File: src/rtl/core/sqrs_pkg.sv
// Shared types and constants for the square-root simplifier core.
package sqrs_pkg;

   // Widths of the result fields.
   localparam int unsigned COEF_WIDTH = 16;
   localparam int unsigned REM_WIDTH  = 31;

   // Status of the serial divider as seen by the sequencer.
   typedef struct packed {
      logic busy;
      logic done;
   } div_status_type;

endpackage

File: src/rtl/core/sqrs_divider.sv
// Restoring serial divider that produces one quotient bit per cycle.
module sqrs_divider #(
   parameter int unsigned DATA_WIDTH = 32
) (
   input  logic                      clock,
   input  logic                      reset,
   input  logic                      start,
   input  logic [DATA_WIDTH-1:0]     dividend,
   input  logic [DATA_WIDTH-1:0]     divisor,
   output logic [DATA_WIDTH-1:0]     quotient,
   output logic [DATA_WIDTH-1:0]     remainder,
   output sqrs_pkg::div_status_type  status
);
   import sqrs_pkg::*;

   localparam int unsigned CW = $clog2(DATA_WIDTH + 1);

   logic                  busy_ff, busy_in;
   logic                  done_ff, done_in;
   logic [CW-1:0]         cnt_ff, cnt_in;
   logic [DATA_WIDTH-1:0] rem_ff, rem_in;
   logic [DATA_WIDTH-1:0] quo_ff, quo_in;
   logic [DATA_WIDTH-1:0] dvs_ff, dvs_in;
   logic [DATA_WIDTH:0]   shifted;
   logic [DATA_WIDTH:0]   diff;

   // One restoring step: shift in the next dividend bit and try the subtraction.
   assign shifted = {rem_ff, quo_ff[DATA_WIDTH-1]};
   assign diff    = shifted - {1'b0, dvs_ff};

   always_comb begin
      busy_in = busy_ff;
      done_in = 1'b0;
      cnt_in  = cnt_ff;
      rem_in  = rem_ff;
      quo_in  = quo_ff;
      dvs_in  = dvs_ff;
      if (start) begin
         busy_in = 1'b1;
         cnt_in  = CW'(DATA_WIDTH);
         rem_in  = '0;
         quo_in  = dividend;
         dvs_in  = divisor;
      end else if (busy_ff) begin
         if (!diff[DATA_WIDTH]) begin
            rem_in = diff[DATA_WIDTH-1:0];
         end else begin
            rem_in = shifted[DATA_WIDTH-1:0];
         end
         quo_in = {quo_ff[DATA_WIDTH-2:0], ~diff[DATA_WIDTH]};
         cnt_in = cnt_ff - CW'(1);
         if (cnt_ff == CW'(1)) begin
            busy_in = 1'b0;
            done_in = 1'b1;
         end
      end
   end

   // Control state is cleared by reset; the datapath registers are not.
   always_ff @(posedge clock) begin
      if (reset) begin
         busy_ff <= 1'b0;
         done_ff <= 1'b0;
         cnt_ff  <= '0;
      end else begin
         busy_ff <= busy_in;
         done_ff <= done_in;
         cnt_ff  <= cnt_in;
      end
      rem_ff <= rem_in;
      quo_ff <= quo_in;
      dvs_ff <= dvs_in;
   end

   assign quotient    = quo_ff;
   assign remainder   = rem_ff;
   assign status.busy = busy_ff;
   assign status.done = done_ff;

endmodule

File: src/rtl/core/square_root_simplifier_core.sv
// Square-free decomposition core: n = a * a * b for one radicand per request.
//
// Input channel (req_): one signed radicand per request, taken when req_valid is
// high and req_stall is low. The core takes a new request only when its
// sequencer is idle, so req_stall stays high while a request is being worked.
// Result channel (rsp_): coefficient a, square-free remainder b and a flag for
// a negative radicand. The result sits in an output register; a stall on the
// result side holds it there, and the core may meanwhile take and work the next
// request, parking that result until the output register is free.
// A negative or zero radicand skips the search and gives the fixed result. Otherwise
// the integer square root is found bit by bit on the shared multiplier, and each
// candidate divisor tested downwards from it is checked on the serial divider,
// which produces one quotient bit per cycle.
// Reset is synchronous and active high; it drops any request in flight and any
// result not yet taken.
module square_root_simplifier_core #(
   parameter int unsigned DATA_WIDTH = 32
) (
   input  logic                               clock,
   input  logic                               reset,
   input  logic                               req_valid,
   output logic                               req_stall,
   input  logic signed [DATA_WIDTH-1:0]       req_radicand,
   output logic                               rsp_valid,
   input  logic                               rsp_stall,
   output logic [sqrs_pkg::COEF_WIDTH-1:0]    rsp_coefficient,
   output logic [sqrs_pkg::REM_WIDTH-1:0]     rsp_remainder,
   output logic                               rsp_negative_error
);
   import sqrs_pkg::*;

   localparam int unsigned RW = DATA_WIDTH / 2;
   localparam int unsigned PW = 2 * RW;
   localparam int unsigned BW = $clog2(RW);

   typedef enum logic [2:0] {
      ST_IDLE,
      ST_ROOT_MUL,
      ST_ROOT_CMP,
      ST_CAND_CHECK,
      ST_CAND_MUL,
      ST_DIV_START,
      ST_DIV_WAIT,
      ST_DONE
   } state_type;

   state_type             state_ff, state_in;
   logic [DATA_WIDTH-1:0] n_ff, n_in;
   logic [RW-1:0]         root_ff, root_in;
   logic [BW-1:0]         bit_ff, bit_in;
   logic [RW-1:0]         t_ff, t_in;
   logic [PW-1:0]         prod_ff, prod_in;
   logic [COEF_WIDTH-1:0] res_coef_ff, res_coef_in;
   logic [REM_WIDTH-1:0]  res_rem_ff, res_rem_in;
   logic                  res_neg_ff, res_neg_in;
   logic                  rsp_valid_ff, rsp_valid_in;
   logic [COEF_WIDTH-1:0] rsp_coef_ff, rsp_coef_in;
   logic [REM_WIDTH-1:0]  rsp_rem_ff, rsp_rem_in;
   logic                  rsp_neg_ff, rsp_neg_in;

   logic [RW-1:0]         trial;
   logic [RW-1:0]         mul_op;
   logic [PW-1:0]         product;
   logic                  out_free;
   logic                  div_start;
   logic [DATA_WIDTH-1:0] div_quo;
   logic [DATA_WIDTH-1:0] div_rem;
   div_status_type        div_st;
   logic [63:0]           t_wide;
   logic [63:0]           n_wide;
   logic [63:0]           quo_wide;

   // Next root candidate: the bits found so far plus the bit under test.
   assign trial = root_ff | (RW'(1) << bit_ff);

   // The shared squarer serves both the root search and the candidate divisors.
   assign mul_op  = (state_ff == ST_ROOT_MUL) ? trial : t_ff;
   assign product = PW'(mul_op) * PW'(mul_op);

   assign out_free  = !rsp_valid_ff || !rsp_stall;
   assign div_start = (state_ff == ST_DIV_START);

   assign t_wide   = 64'(t_ff);
   assign n_wide   = 64'(n_ff);
   assign quo_wide = 64'(div_quo);

   sqrs_divider #(
      .DATA_WIDTH (DATA_WIDTH)
   ) u_divider (
      .clock     (clock),
      .reset     (reset),
      .start     (div_start),
      .dividend  (n_ff),
      .divisor   (DATA_WIDTH'(prod_ff)),
      .quotient  (div_quo),
      .remainder (div_rem),
      .status    (div_st)
   );

   // Sequencer: root search, then downward candidate tests on the divider; a negative or zero radicand skips both.
   always_comb begin
      state_in    = state_ff;
      n_in        = n_ff;
      root_in     = root_ff;
      bit_in      = bit_ff;
      t_in        = t_ff;
      prod_in     = prod_ff;
      res_coef_in = res_coef_ff;
      res_rem_in  = res_rem_ff;
      res_neg_in  = res_neg_ff;
      case (state_ff)
         ST_IDLE: begin
            if (req_valid) begin
               n_in       = req_radicand;
               res_neg_in = req_radicand[DATA_WIDTH-1];
               root_in    = '0;
               bit_in     = BW'(RW - 1);
               if (req_radicand[DATA_WIDTH-1] || (req_radicand == '0)) begin
                  res_coef_in = '0;
                  res_rem_in  = REM_WIDTH'(1);
                  state_in    = ST_DONE;
               end else begin
                  state_in = ST_ROOT_MUL;
               end
            end
         end
         ST_ROOT_MUL: begin
            prod_in  = product;
            state_in = ST_ROOT_CMP;
         end
         ST_ROOT_CMP: begin
            if (DATA_WIDTH'(prod_ff) <= n_ff) begin
               root_in = trial;
            end
            if (bit_ff == '0) begin
               t_in     = (DATA_WIDTH'(prod_ff) <= n_ff) ? trial : root_ff;
               state_in = ST_CAND_CHECK;
            end else begin
               bit_in   = bit_ff - BW'(1);
               state_in = ST_ROOT_MUL;
            end
         end
         ST_CAND_CHECK: begin
            if (t_ff <= RW'(1)) begin
               // No square above one divides the radicand.
               res_coef_in = COEF_WIDTH'(1);
               res_rem_in  = n_wide[REM_WIDTH-1:0];
               state_in    = ST_DONE;
            end else begin
               state_in = ST_CAND_MUL;
            end
         end
         ST_CAND_MUL: begin
            prod_in  = product;
            state_in = ST_DIV_START;
         end
         ST_DIV_START: begin
            state_in = ST_DIV_WAIT;
         end
         ST_DIV_WAIT: begin
            if (div_st.done) begin
               if (div_rem == '0) begin
                  res_coef_in = t_wide[COEF_WIDTH-1:0];
                  res_rem_in  = quo_wide[REM_WIDTH-1:0];
                  state_in    = ST_DONE;
               end else begin
                  t_in     = t_ff - RW'(1);
                  state_in = ST_CAND_CHECK;
               end
            end
         end
         ST_DONE: begin
            if (out_free) begin
               state_in = ST_IDLE;
            end
         end
         default: begin
            state_in = ST_IDLE;
         end
      endcase
   end

   // Output register: loaded from the finished request once the slot is free.
   always_comb begin
      rsp_valid_in = rsp_valid_ff;
      rsp_coef_in  = rsp_coef_ff;
      rsp_rem_in   = rsp_rem_ff;
      rsp_neg_in   = rsp_neg_ff;
      if ((state_ff == ST_DONE) && out_free) begin
         rsp_valid_in = 1'b1;
         rsp_coef_in  = res_coef_ff;
         rsp_rem_in   = res_rem_ff;
         rsp_neg_in   = res_neg_ff;
      end else if (!rsp_stall) begin
         rsp_valid_in = 1'b0;
      end
   end

   // State and registered outputs.
   always_ff @(posedge clock) begin
      if (reset) begin
         state_ff     <= ST_IDLE;
         rsp_valid_ff <= 1'b0;
      end else begin
         state_ff     <= state_in;
         rsp_valid_ff <= rsp_valid_in;
      end
      n_ff        <= n_in;
      root_ff     <= root_in;
      bit_ff      <= bit_in;
      t_ff        <= t_in;
      prod_ff     <= prod_in;
      res_coef_ff <= res_coef_in;
      res_rem_ff  <= res_rem_in;
      res_neg_ff  <= res_neg_in;
      rsp_coef_ff <= rsp_coef_in;
      rsp_rem_ff  <= rsp_rem_in;
      rsp_neg_ff  <= rsp_neg_in;
   end

   assign req_stall          = (state_ff != ST_IDLE);
   assign rsp_valid          = rsp_valid_ff;
   assign rsp_coefficient    = rsp_coef_ff;
   assign rsp_remainder      = rsp_rem_ff;
   assign rsp_negative_error = rsp_neg_ff;

   // A negative radicand always reports the fixed error result.
   assert property (@(posedge clock) disable iff (reset)
      (rsp_valid && rsp_negative_error) |-> (rsp_coefficient == '0 && rsp_remainder == 1))
      else $error("negative radicand gave a result other than a=0, b=1");

   // A zero coefficient only ever comes with a remainder of one.
   assert property (@(posedge clock) disable iff (reset)
      (rsp_valid && rsp_coefficient == '0) |-> (rsp_remainder == 1))
      else $error("zero coefficient with a remainder other than one");

   // Only candidates of two or more reach the divider.
   assert property (@(posedge clock) disable iff (reset)
      (state_ff == ST_CAND_MUL || state_ff == ST_DIV_START || state_ff == ST_DIV_WAIT)
      |-> (t_ff > RW'(1)))
      else $error("candidate below two sent to the divider");

   // The divider is never left running while the sequencer is idle.
   assert property (@(posedge clock) disable iff (reset)
      (state_ff == ST_IDLE) |-> !div_st.busy)
      else $error("divider busy while the sequencer is idle");

endmodule
File: config.mk
export PLATFORM = sky130hd
export DESIGN_NAME = square_root_simplifier_core
export DESIGN_NICKNAME = d
export VERILOG_FILES = /design/src/rtl/core/sqrs_pkg.sv /design/src/rtl/core/sqrs_divider.sv /design/src/rtl/core/square_root_simplifier_core.sv
export SDC_FILE = /design/constraint.sdc
export NUM_CORES = 1
export LEC_CHECK = 0
export ABC_AREA = 1
export CORE_MARGIN = 3
export CORE_UTILIZATION = 60
export CTS_BUF_LIST = sky130_fd_sc_hd__clkbuf_4 sky130_fd_sc_hd__clkbuf_8
export DETAILED_ROUTE_END_ITERATION = 10
export DONT_BUFFER_PORTS = 1
export GPL_TIMING_DRIVEN = 0
export PLACE_DENSITY_LB_ADDON = 0.05
export SYNTH_ARGS = -nofsm -noshare
export SYNTH_HDL_FRONTEND = slang
export SYNTH_SLANG_ARGS = --single-unit
File: constraint.sdc
create_clock -name clock -period 7.07 [get_ports clock]
set_input_delay 0.707 -clock clock [delete_from_list [all_inputs] [get_ports clock]]
set_output_delay 0.707 -clock clock [all_outputs]
set_load 0.05 [all_outputs]
; After elaboration in Yosys (flattened, before gate mapping)
; Cells that the tools add are included.
[classes]
n_addsub = 4
eq_ne = 18
bitwise_logic = 3
muxes = 42
shifts = 1
n_reduce_logical = 23
order_cmp = 2
multipliers = 1
[op_table]
columns = cell, n
row1 = 2-to-1 mux 16 bit, 11
row2 = 2-to-1 mux 31 bit, 5
row3 = 2-to-1 mux 32 bit, 3
row4 = case mux 31 bit (3 select lines), 1
row5 = logical NOT 32 bit, 2
row6 = case mux 16 bit (2 select lines), 2
row7 = case mux 16 bit (3 select lines), 1
row8 = subtractor 33 x 32 -> 33 bit, 1
row9 = <= comparator 32 bit, 1
row10 = multiplier 16 x 16 -> 32 bit, 1
row11 = case mux 3 bit (8 select lines), 1
row12 = "<= comparator 16 x 1 -> 1 bit, second input constant", 1
row13 = "inequality test 2 bit, second input constant", 8
row14 = OR 16 bit, 1
row15 = "<< shifter 1 x 4 -> 16 bit, first input constant", 1
row16 = "subtractor 16 x 1 -> 16 bit, second input constant", 1
row17 = 2-to-1 mux 3 bit, 5
row18 = "equality test 3 bit, second input constant", 4
row19 = 2-to-1 mux 6 bit, 2
row20 = 2-to-1 mux 4 bit, 2
row21 = case mux 4 bit (2 select lines), 1
row22 = "equality test 3 x 2 -> 1 bit, second input constant", 2
row23 = "equality test 6 x 1 -> 1 bit, second input constant", 1
row24 = 2-to-1 mux 1 bit, 6
row25 = other kinds (19), 30
[totals]
reg_bits = 304
input_bits = 36
out_inout_bits = 50
wordCells = 114

; Logic depth before layout (Yosys ltp)
; Gate-level depths: netlist (run 1).
[depth]
ltp_word = 5
mapped_depth = 31
mapped_depth_nobuf = 30

; Modules after synthesis
; Synthesis (run 1) repeated with hierarchy kept, for this count alone.
[unflattened]
cells_unflattened = 2798
hier_area_um2 = 23259.8
[modules_own_cells]
columns = mod, cells_each, area_per_inst_um2, seq_area_each_um2, instances
row1 = square_root_simplifier_core, 1750, 16372.0, 5905.7, 1
row2 = sqrs_divider, 1048, 6887.9, 2722.6, 1

; Least setup slack after synthesis (run 1)
; OpenSTA, ideal clock, no wires.
[synth_path]
path_type = register -> register
from = register bit_ff[0]
to = register prod_ff[22] (data pin)
t_required_ps = 6805
path_slack_ps = 762
arrival_ps = 6043
path_buffers = 1
stages_incl_launch_ff = 26
setup_ps = 265
synth_period_minus_slack_ps = 6308
cell_sequence = edfxtp_1 > inv_1 > ha_1 > inv_1 > o31ai_1 > nand2_1 > o21ai_0 > clkbuf_1 > nand2_1 > fa_1 > fa_1 > inv_1 > fa_1 > fa_1 > fa_1 > inv_1 > fa_1 > inv_1 > ha_1 > nand2_1 > nor2_1 > nand2_1 > o211ai_1 > nand2_1 > o21ai_0 > xor2_1
[synth_between]
elab_chain_cells = 4
[synth_lines]
columns = item, line_no
row1 = start: declaration, square_root_simplifier_core.sv:50  ; logic [BW-1:0] bit_ff, bit_in;
row2 = start signal: assignment, square_root_simplifier_core.sv:210  ; bit_ff <= bit_in;
row3 = << shifter 1 x 4 -> 16 bit, square_root_simplifier_core.sv:74  ; assign trial = root_ff | (RW'(1) << bit_ff);
row4 = OR 16 bit, square_root_simplifier_core.sv:74
row5 = 2-to-1 mux 16 bit, square_root_simplifier_core.sv:77  ; assign mul_op = (state_ff == ST_ROOT_MUL) ? trial : t_ff;
row6 = multiplier 16 x 16 -> 32 bit, square_root_simplifier_core.sv:78  ; assign product = PW'(mul_op) * PW'(mul_op);
row7 = named net product[22], square_root_simplifier_core.sv:63  ; logic [PW-1:0] product;
row8 = end signal: assignment, square_root_simplifier_core.sv:212  ; prod_ff <= prod_in;
row9 = end: declaration, square_root_simplifier_core.sv:52  ; logic [PW-1:0] prod_ff, prod_in;
; The timed path passes the listed nets, and every way through them passes these cells.
; A chain may end at the register's enable or synchronous reset.

; Worst setup path after layout (run 1)
[layout_path]
from = register bit_ff[0]
to = register prod_ff[28] (data pin)
; Same word-level chain as after synthesis.

==> out/metrics.cfg, run 1 <==
[status]
outcome = complete, no violations

[clocking]
clk_pin_slew_ns = 0.06
cts_inserted_buffers = 49
cts-root-buf = clkbuf_8
cts_tree = done
insertion_delay_ns = 0.65
clkSinkCount = 301
postCtsHoldBufs = 0
ctsLongestPathBuffers = 3
cts_htree_levels = 2

[synth]
ys.flop_type = edfxtp_1
synth_nets = 3034
ys_warn_count = 0
synth-seq-cells = 301
synth_cell_types = 52
synth-edff-count = 257
netlist_area_sq_um = 23000
avgSynthCellArea_sq_um = 8.62
async_flop_share_pct = 0
yosysSeqAreaShare_pct = 37.4
synthCells = 2667

[worst_setup_path]
cp-end-kind = flop
path_buf_inv = 11
r2r_cells = 29
crit_fanout = 6
start_kind = flop
worstSetupPathType = flop to flop
reg2reg_from = bit_ff[0]
crit_required_ns = 7.43
cpPeakStageDelay_ns = 0.54
slowest_stage = fa_1
critPathArrivalTime_ns = 7.11
regToRegEndpoint = prod_ff[28]
crit_top_cell = inv_1
reg2reg_slack_ns = 0.32
critical_path_depth = 29
critPathTopFamily = adder cells

[placed_design]
finalWeightedCongestion = 0.973
port_buffers = 0
dpl-instance-area_sq_um = 23800
dp_hpwl_mm = 48.7

[floorplanning]
fp-row-count = 71
start_util_pct = 60.9
die_h_um = 202
core_area_sq_um = 37800
die_area_sq_um = 40700
die_x_um = 202
num_io_pins = 86

[run]
max_cap_violations = 0

[timing]
setup_violations = 0
finalCritPeriodShare_pct = 95.5
worst_pin_slew_ns = 1.32
hold_viol = 0
finalCriticalPeriod_ns = 6.75
clock_skew_ns = 0.0609
slew_headroom_pct = 11.7
rsz0062_at_grt = false
fmax_mhz = 148
slew_viol_final = 0

[hold_path]
min_from = req_radicand[10]
hold_class = input pin to flop
min_to = n_ff[10]
holdPathStages = 0

[route]
viasPerCell = 5.39
via_count = 17700
drc = 0
first_pass_iters = 5
antenna_left = 0
drt_iter0_markers = 1147
wl_mm = 59.4
post_drt_wl_per_cell_um = 18.1

[grt]
grt_pass1_vias = 18100
antenna_found_initial = 0
grt_max_degree = 35
grt_pass1_wl_mm = 94.6
overflow = 0
grtUsageTotal_pct = 29.7

[final_layout]
antennaDiodeCount = 0
stdcell_area_sq_um = 25400
n_fill_cell = 3164
final_net_count = 3105
drive_gt1_share_pct = 9.25
areaGrowthSynthToFinish_pct = 10.4

-- layer usage --
metal  global-route usage (%)  up-vias  wire (um)
li1                         -     8583          -
met1                     38.5     8445      24900
met2                     49.3      577      28300
met3                     4.71      125       3540
met4                     14.0        0       2730
met5                        0        -          0
-- area by class of cell --
cell class	instances	area [sq um]	area share [%]
Inverter	572	2160	8.51
Sequential cell	301	8600	33.9
Tap cell	511	639	2.52
Timing Repair Buffer	20	235	0.927
Multi-Input combinational cell	1746	12300	48.5
Buffer	48	292	1.15
Clock inverter	27	308	1.21
Clock buffer	65	826	3.25
-- synth_stat cells, types with 3 or more instances --
cell type / instances / area (sq um)
a21oi_1: 83 / 415
xnor2_1: 26 / 228
buf_4: 4 / 30.0
nor4_1: 11 / 68.8
a31oi_1: 6 / 37.5
o21ai_1: 17 / 85.1
dfxtp_1: 44 / 881
nand3_1: 143 / 716
clkbuf_1: 22 / 82.6
nand2_2: 22 / 138
nand4_1: 25 / 156
buf_6: 3 / 33.8
a21o_1: 5 / 37.5
nand2_4: 3 / 33.8
nor2_2: 7 / 43.8
edfxtp_1: 257 / 7720
nor2_1: 232 / 871
buf_2: 16 / 80.1
inv_1: 558 / 2090
nand3b_1: 7 / 52.6
nor3_1: 17 / 85.1
nand2_1: 621 / 2330
o21ai_2: 8 / 70.1
o31ai_1: 11 / 82.6
o21a_1: 5 / 37.5
xor2_1: 31 / 272
ha_1: 169 / 2110
or2_2: 4 / 25.0
inv_2: 13 / 48.8
fa_1: 162 / 3240
nand3_2: 4 / 40.0
o21ai_0: 92 / 460
o21bai_1: 14 / 105
-- kinds of logic (layout without fill, tap and decap cells) --
kind of cell	count (synthesis)	count (layout)	synth area share [%]
and+or+nand+nor	1104	1104	20.3
AOI/OAI and AO/OA	254	254	6.36
adders and majority gates	331	331	23.3
xor gates and xnor gates	57	57	2.17
buffers and inverters	620	732	10.5
DFF	301	301	37.4
-- state kept, by name, summed over array words and instances, names as in the netlist, 3 cells and up --
register and cells:
t_ff 16, rsp_remainder 31, state_ff 3, u_divider.cnt_ff 6, u_divider.quotient 32, prod_ff 31, rsp_coefficient 16, u_divider.remainder 32
res_rem_ff 31, u_divider.dvs_ff 31, n_ff 31, bit_ff 4, res_coef_ff 16, root_ff 16
-- worst max-delay path by stage --
stage               startpoint           to  slack (ns)
floorplan            bit_ff[0]  prod_ff[22]        0.76
finish               bit_ff[0]  prod_ff[28]        0.32
global placement     bit_ff[0]  prod_ff[26]       -0.24
CTS                  bit_ff[1]  prod_ff[31]       0.001
detailed placement   bit_ff[0]  prod_ff[26]       -0.34
global route         bit_ff[0]  prod_ff[28]       0.004
-- stage by stage --
| stage | util, % | setup TNS (ns) | setup WS, ns | hold slack [ns] | cells |
|---|---|---|---|---|---|
| 5_1_grt | 67.2 | 0 | 0.00381 | 0.108 | 3290 |
| 3_5_place_dp | 63.0 | -1.80 | -0.342 | 0.405 | 3183 |
| 3_3_place_gp | 62.6 | -0.967 | -0.243 | 0.404 | 3178 |
| 2_1_floorplan | - | 0 | 0.762 | 0.400 | 2667 |
| 4_1_cts | 66.3 | 0 | 0.00120 | 0.115 | 3282 |
| 6_report | 67.2 | 0 | 0.318 | 0.152 | 3290 |
-- placed cells by master (no fill, tap or decap), types with 54 or more instances in the layout --
| cell type | instances |
|---|---|
| nand2_1 | 621 |
| inv_1 | 549 |
| edfxtp_1 | 257 |
| nor2_1 | 220 |
| ha_1 | 165 |
| fa_1 | 162 |
| nand3_1 | 142 |
| o21ai_0 | 87 |
| a21oi_1 | 77 |
| clkbuf_8 | 54 |
-- repair_timing --
item	in CTS	in global routing
setup endpoints to repair	12	16
buffers inserted	7	8
pin swaps	5	4
resized for setup	21	69
Power of run 1 is not shown: default switching activity piles up to over one toggle a cycle in this logic, so the estimate is an artifact.
==> inputs of run 2 (changes only) <==
- CORE_ASPECT_RATIO: default -> 1.25
- SETUP_SLACK_MARGIN: default -> 0.5
==> out/metrics.cfg, run 2 (same netlist as run 1, synthesis figures left out) <==
[worst_setup_path]
regToRegEndpoint = prod_ff[31]
cp-end-kind = flop
crit_required_ns = 7.44  ; about the same
worstSetupPathType = flop to flop
critPathArrivalTime_ns = 6.93  ; -0.18 ns
r2r_cells = 27  ; -6.9%
reg2reg_from = bit_ff[0]
reg2reg_slack_ns = 0.51  ; +0.19 ns
start_kind = flop
crit_fanout = 4  ; -2

[floorplanning]
die_area_sq_um = 40700  ; about the same
start_util_pct = 61.2  ; +0.31 points
die_h_um = 225  ; +11%
num_io_pins = 86  ; unchanged
die_x_um = 181  ; -10%
fp-row-count = 79  ; +11%
core_area_sq_um = 37600  ; -0.51%

[final_layout]
n_fill_cell = 2903  ; -8.2%
final_util_pct = 70.5  ; +3.3 points
fin_cells = 3333  ; +1.3%
multi_input_area_sq_um = 12800  ; +3.9%
areaGrowthSynthToFinish_pct = 15.1
layout_commonest_cell = nand2_1
final_cell_mix = nand2_1, inv_1, edfxtp_1, nor2_1, fa_1
seq_area_sq_um = 8600  ; about the same
drive_gt1_share_pct = 13.9  ; +4.7 points
final_net_count = 3174  ; +2.2%

[route]
drc = 0  ; unchanged
wl_mm = 62.4  ; +5.1%
antenna_left = 0  ; unchanged
post_drt_wl_per_cell_um = 18.7  ; +3.7%
viasPerCell = 5.46  ; +1.3%
first_pass_iters = 5  ; unchanged
drt_iter0_markers = 888  ; -23%
via_count = 18200  ; +2.7%

[timing]
slew_viol_final = 0  ; unchanged
finalCritPeriodShare_pct = 92.8  ; -2.7 points
hold_viol = 0  ; unchanged
setup_violations = 0  ; unchanged
slew_headroom_pct = 13.5  ; +1.8 points
worst_slack_ns = 0.507  ; +0.190 ns
worst_pin_slew_ns = 1.30  ; -0.0266 ns
clock_skew_ns = 0.0532  ; -0.00764 ns
fmax_mhz = 152  ; +2.9%
finalCriticalPeriod_ns = 6.56  ; -0.190 ns
rsz0062_at_grt = true

[grt]
grt_pass1_vias = 18600  ; +2.4%
grt_max_degree = 33  ; -5.7%
antenna_found_initial = 1  ; +1
grt_pass1_wl_mm = 95.3  ; +0.70%
grtUsageTotal_pct = 29.7  ; about the same
overflow = 0  ; unchanged

[hold_path]
min_from = reset
hold_class = input pin to flop
min_to = rsp_valid
holdPathStages = 1  ; +1

[placed_design]
finalWeightedCongestion = 0.970  ; -0.32%
place_inst = 3159  ; -0.75%
dp_slack_ns = -0.453  ; -0.111 ns
port_buffers = 0  ; unchanged
dp_hpwl_mm = 48.9  ; +0.37%

[clocking]
cts_inserted_buffers = 49  ; unchanged
cts_htree_levels = 2  ; unchanged
clkSinkCount = 301  ; unchanged
ctsLongestPathBuffers = 3  ; unchanged
postCtsHoldBufs = 0  ; unchanged
cts-root-buf = clkbuf_8
insertion_delay_ns = 0.62  ; -0.03 ns
cts_tree = done
clk_pin_slew_ns = 0.07  ; about the same

[run]
max_cap_violations = 0  ; unchanged

[status]
outcome = complete, no violations

run 2: cell types whose count changed in the layout (fill, tap and decap cells not counted), sizes merged:
cell,previous run,this run
buf,46,114
bufinv,6,5
diode,0,1
clkinvlp,4,5
inv,572,570
clkbuf,87,88
run 2: critical path, stage by stage, from the launching register on:
cell and delay (ns):
edfxtp_1 0.50, inv_2 0.17, ha_4 0.17, inv_4 0.06
o31ai_4 0.27, o21ai_4 0.15, buf_12 0.15, buf_4 0.13
nor2_1 0.19, ha_1 0.34, xnor2_2 0.19, fa_1 0.49
inv_1 0.05, fa_1 0.47, fa_1 0.50, fa_1 0.54
inv_1 0.06, fa_1 0.54, inv_1 0.06, ha_4 0.30
nand2_2 0.06, inv_2 0.06, nand3_1 0.11, nor2_2 0.17
nand4_1 0.16, nand3_4 0.16, a21oi_2 0.07, xor2_1 0.15
run 2: per-stage QoR:
stage | TNS [ns] | cell area [sq um] | hold slack (ns)
finish | 0 | 26500 | 0.155
global route | 0 | 26500 | 0.118
CTS | 0 | 25500 | 0.100
detailed placement | -2.98 | 23800 | 0.405
floorplan | 0 | 23000 | 0.400
global placement | -2.10 | 23600 | 0.403
run 2: worst max-delay path by stage:
stage	cells after the start	endpoint	startpoint	slack [ns]
6_report	27	prod_ff[31]	bit_ff[0]	0.51
5_1_grt	29	prod_ff[31]	state_ff[1]	0.29
4_1_cts	24	prod_ff[26]	bit_ff[0]	0.50
3_5_place_dp	25	prod_ff[26]	bit_ff[0]	-0.45
3_3_place_gp	24	prod_ff[30]	bit_ff[0]	-0.36
2_1_floorplan	25	prod_ff[22]	bit_ff[0]	0.76
run 2: area by class of cell:
type	instances	area share [%]
Antenna cell	1	0.00945
Buffer	48	1.39
Clock buffer	66	3.10
Clock inverter	24	0.993
Inverter	572	8.28
Multi-Input combinational cell	1746	48.3
Sequential cell	301	32.5
Tap cell	486	2.30
Timing Repair Buffer	88	3.08
Timing Repair inverter	1	0.0236
run 2: routing by layer:
layer	routed length, um	vias to the layer above	global-route usage [%]
met5	0	-	0
met2	32300	539	55.1
met1	23100	8720	32.5
met3	2680	223	4.34
met4	4300	0	16.2
li1	-	8719	-
run 2: timing repair:
| action | in CTS | in global routing |
|---|---|---|
| setup endpoints to repair | 21 | 19 |
| buffers inserted | 28 | 53 |
| gates resized for setup | 107 | 130 |
| pin swaps | 15 | 70 |
| gates cloned | 0 | 2 |
Power of run 2 is left out for the same reason.
